==> src/rtl/fvp_mul.sv <==
`timescale 1ns / 1ps
module fvp_mul (
  input  logic         clk,
  input  logic         rst,
  input  logic         start,
  input  logic [63:0]  a,
  input  logic [63:0]  b,
  output logic         done,
  output logic [127:0] prod
);

  logic [63:0] a_q;
  logic [63:0] b_q;
  logic [1:0]  idx;
  logic        busy;
  logic        pv;
  logic        plast;
  logic [1:0]  psh;
  logic [63:0] pp;
  logic [31:0] a_part;
  logic [31:0] b_part;
  logic [127:0] pp_shift;

  assign a_part   = idx[0] ? a_q[63:32] : a_q[31:0];
  assign b_part   = idx[1] ? b_q[63:32] : b_q[31:0];
  assign pp_shift = {64'b0, pp} << {psh, 5'b0};

  // One 32x32 partial product per cycle, accumulated in the next cycle.
  always_ff @(posedge clk) begin
    if (rst) begin
      busy  <= 1'b0;
      pv    <= 1'b0;
      plast <= 1'b0;
      done  <= 1'b0;
    end else begin
      done  <= !start && pv && plast;
      pv    <= busy && !start;
      plast <= (idx == 2'd3);
      if (start) begin
        a_q  <= a;
        b_q  <= b;
        idx  <= 2'd0;
        busy <= 1'b1;
        prod <= '0;
      end else begin
        if (busy) begin
          pp  <= 64'(a_part) * 64'(b_part);
          psh <= {1'b0, idx[0]} + {1'b0, idx[1]};
          idx <= idx + 2'd1;
          if (idx == 2'd3) begin
            busy <= 1'b0;
          end
        end
        if (pv) begin
          prod <= prod + pp_shift;
        end
      end
    end
  end

endmodule

==> config.mk <==
export PLATFORM = sky130hd
export DESIGN_NAME = fvp_mul
export DESIGN_NICKNAME = d
export VERILOG_FILES = /design/src/rtl/fvp_mul.sv
export SDC_FILE = /design/constraint.sdc
export NUM_CORES = 2
export LEC_CHECK = 0
export ABC_AREA = 1
export BUFFER_PORTS_ARGS = -buffer_cell sky130_fd_sc_hd__buf_2
export CAP_MARGIN = 20
export CORE_UTILIZATION = 44
export DETAILED_ROUTE_END_ITERATION = 7
export RECOVER_POWER = 50
export SLEW_MARGIN = 20
export SYNTH_ARGS = -nofsm -noshare
export SYNTH_HDL_FRONTEND = slang
export SYNTH_SLANG_ARGS = --single-unit
==> constraint.sdc <==
create_clock -name clk -period 9.95 [get_ports clk]
set_input_delay 2.985 -clock clk [delete_from_list [all_inputs] [get_ports clk]]
set_output_delay 2.985 -clock clk [all_outputs]
set_load 0.05 [all_outputs]
==> impl_metrics.json <==
{
  "wl_per_cell_um": 24.2,
  "fin_nets": 9883,
  "slew_viol_final": 391,
  "register_area_mm2": 0.00981,
  "synth-edff-count": 324,
  "routabilityCongestion": 1.07,
  "synth_fa_ha_area_share_pct": 38.1,
  "design_area_mm2": 0.0650,
  "syn_inst": 8263,
  "skew_ns": 0.0483,
  "cp_slowest_cell": "o21ai_4",
  "rsz0062_at_grt": "no",
  "die-area_mm2": 0.138,
  "wl_um": 249000,
  "worstMarginPinSlew_ns": 4.01,
  "cts.sinks": 328,
  "cts_tree": "yes",
  "avgSynthCellArea_um2": 7.26,
  "drtIter0Drc": 4731,
  "synth_top_family_by_area": "adder cells",
  "crit_path_end_kind": "flop",
  "antenna_found_initial": 4,
  "start_util_pct": 44.3,
  "rows": 135,
  "max_freq_mhz": 111,
  "seq_area_frac_synth_pct": 16.4,
  "netlist_area_mm2": 0.0600,
  "drc_errors": 2,
  "fp.dieH_um": 371,
  "crit_required_ns": 10.42,
  "root_buffer": "clkbuf_16",
  "synth_compound_area_share_pct": 5.21,
  "ys_ff_latch": 328,
  "ys_warn_count": 0,
  "fillers": 13900,
  "path_buf_inv": 9,
  "yosys-top-cells-count": "nand2_1, inv_1, nor2_1, fa_1, ha_1",
  "layout.cells.non_filler": 10300,
  "area_growth_pct": 8.35,
  "outcome": "complete, but fails checks",
  "crit_path_frequent_cell": "fa_1",
  "htree_levels": 2,
  "boundaryPins": 260,
  "postCtsSetupRepairBufs": 0,
  "grt_pass1_vias": 55400,
  "firstDrtPassIters": 8,
  "multi_input_area_mm2": 0.0417,
  "hpwl_um": 208000,
  "setup_violations": 0,
  "synth_area_leaders": "fa_1, edfxtp_1, nand2_1",
  "insertion_delay_ns": 0.67,
  "placed_cells": 10200,
  "cp_max_fo": 23,
  "period_minus_slack_ns": 9.02,
  "grt_max_degree": 130,
  "synth.distinct_cells": 42,
  "start_kind": "flop",
  "worst-setup-path-type": "reg2reg",
  "track_usage_pct": 36.4,
  "cts_hold_buf": 0,
  "max_stage_delay_ns": 0.75,
  "hold_path_class": "reg2reg",
  "synth-simple-area-share_pct": 25.2,
  "setup_tns_ns": 0,
  "synth.most_common_cell": "nand2_1",
  "utilization_pct": 48.0,
  "crit_arrival_ns": 9.50,
  "netlist.area_leader.share_pct": 29.9,
  "io_buffers": 259,
  "via_per_inst": 5.24,
  "report.final.hold_viol_count": 0,
  "clkTransAtPathRegs_ns": 0.06,
  "synth_nets": 9682,
  "drive_gt1_share_pct": 7.12,
  "grt.overflow.total": 0,
  "violations": "DRC, capacitance limit, slew limit",
  "die_x_um": 371,
  "ant_nets": 0,
  "synthXorXnorAreaFrac_pct": 0.730,
  "min_period_over_period_pct": 90.7,
  "drv_cap": 5,
  "path_delay_family": "adder cells",
  "yosysTopAreaCell": "fa_1",
  "postPlaceCellArea_mm2": 0.0636,
  "synth.mux.area_fraction_pct": 0,
  "cts_buffer_depth": 3,
  "cts_buffers": 46,
  "vias": 53900,
  "grt_pass1_wl_um": 360000,
  "core_area_mm2": 0.135,
  "slew_headroom_pct": -167,
  "synthArstFlopShare_pct": 0,
  "cts_resized": 0,
  "synth_ff_type": "edfxtp_1"
}
-- through the flow --
step,setup slack (ns),hold slack [ns]
2_1_floorplan,0.514,0.421
3_3_place_gp,0.486,0.537
3_5_place_dp,1.00,0.540
4_1_cts,1.01,0.544
5_1_grt,0.683,0.600
6_report,0.927,0.537
-- flip-flops by register name (all words and copies together), names as in the netlist --
| register | cells |
|---|---|
| busy | 1 |
| b_q | 64 |
| prod | 128 |
| plast | 1 |
| psh | 2 |
| idx | 2 |
| done | 1 |
| a_q | 64 |
| pv | 1 |
| pp | 64 |
-- final timing paths --
path                              from                to  slack (ns)  cells past startpoint
setup / recovery  idx[1]$_SDFFCE_PP0P_  pp[49]$_DFFE_PP_        0.93                     27
hold / removal         busy$_SDFF_PP0_     pv$_SDFF_PP0_        0.54                      2
setup reg to reg  idx[1]$_SDFFCE_PP0P_  pp[49]$_DFFE_PP_        0.93                     27
hold reg to reg        busy$_SDFF_PP0_     pv$_SDFF_PP0_        0.54                      2
-- metal layers --
| layer | share of wire, % | track usage [%] | up-vias |
|---|---|---|---|
| met5 | 0.0092 | 0 | - |
| met1 | 37 | 43.0 | 25900 |
| met4 | 8.7 | 26.3 | 4 |
| met2 | 46 | 60.4 | 2496 |
| met3 | 7.7 | 5.39 | 722 |
| li1 | - | - | 24700 |
-- kinds of logic (layout without fill, tap and decap cells) --
kind of cell    Yosys count  in the layout
buf+inv                2285           2524
flops                   328            328
simple gates           3730           3730
fa+ha+maj              1288           1288
xor+xnor                 50             50
other cells               0              3
compound gates          582            582
-- final cells by class --
class                   instances  area share [%]
diodes                          3          0.0116
flip-flops and latches        328            15.1
clock inverters                35           0.668
multi-input cells            5650            64.1
inverters                    2081            12.0
repair buffers                357            2.88
well taps                    1781            3.43
clock buffers                  51            1.80
-- layout by cell type (no fill, tap or decap), drive strengths merged, types with 188 or more instances in the layout --
master,count
nand2,2286
edfxtp,324
clkbuf,188
a21oi,275
buf,220
nor2,1209
inv,2062
fa,897
ha,391
o21ai,247
-- worst register-to-register path, cell delays in order (launching register included) --
cell and delay [ns]:
edfxtp_1 0.60, buf_4 0.34, o21ai_4 0.77, clkinv_1 0.60, nand2_1 0.22, fa_1 0.41
inv_1 0.13, fa_1 0.43, inv_1 0.08, fa_1 0.48, fa_1 0.57, inv_1 0.07
fa_1 0.48, fa_1 0.51, fa_1 0.49, inv_1 0.05, fa_1 0.52, inv_1 0.05
ha_1 0.36, nand2_1 0.12, nor2_1 0.16, inv_1 0.11, nor2_1 0.11, inv_1 0.10
nor3_1 0.51, nand3_1 0.17, nand3_1 0.15, xor2_1 0.28
Power is left out: the tool's default activity adds up to more than one toggle a clock period on the data nets, which glitch-free logic cannot reach.
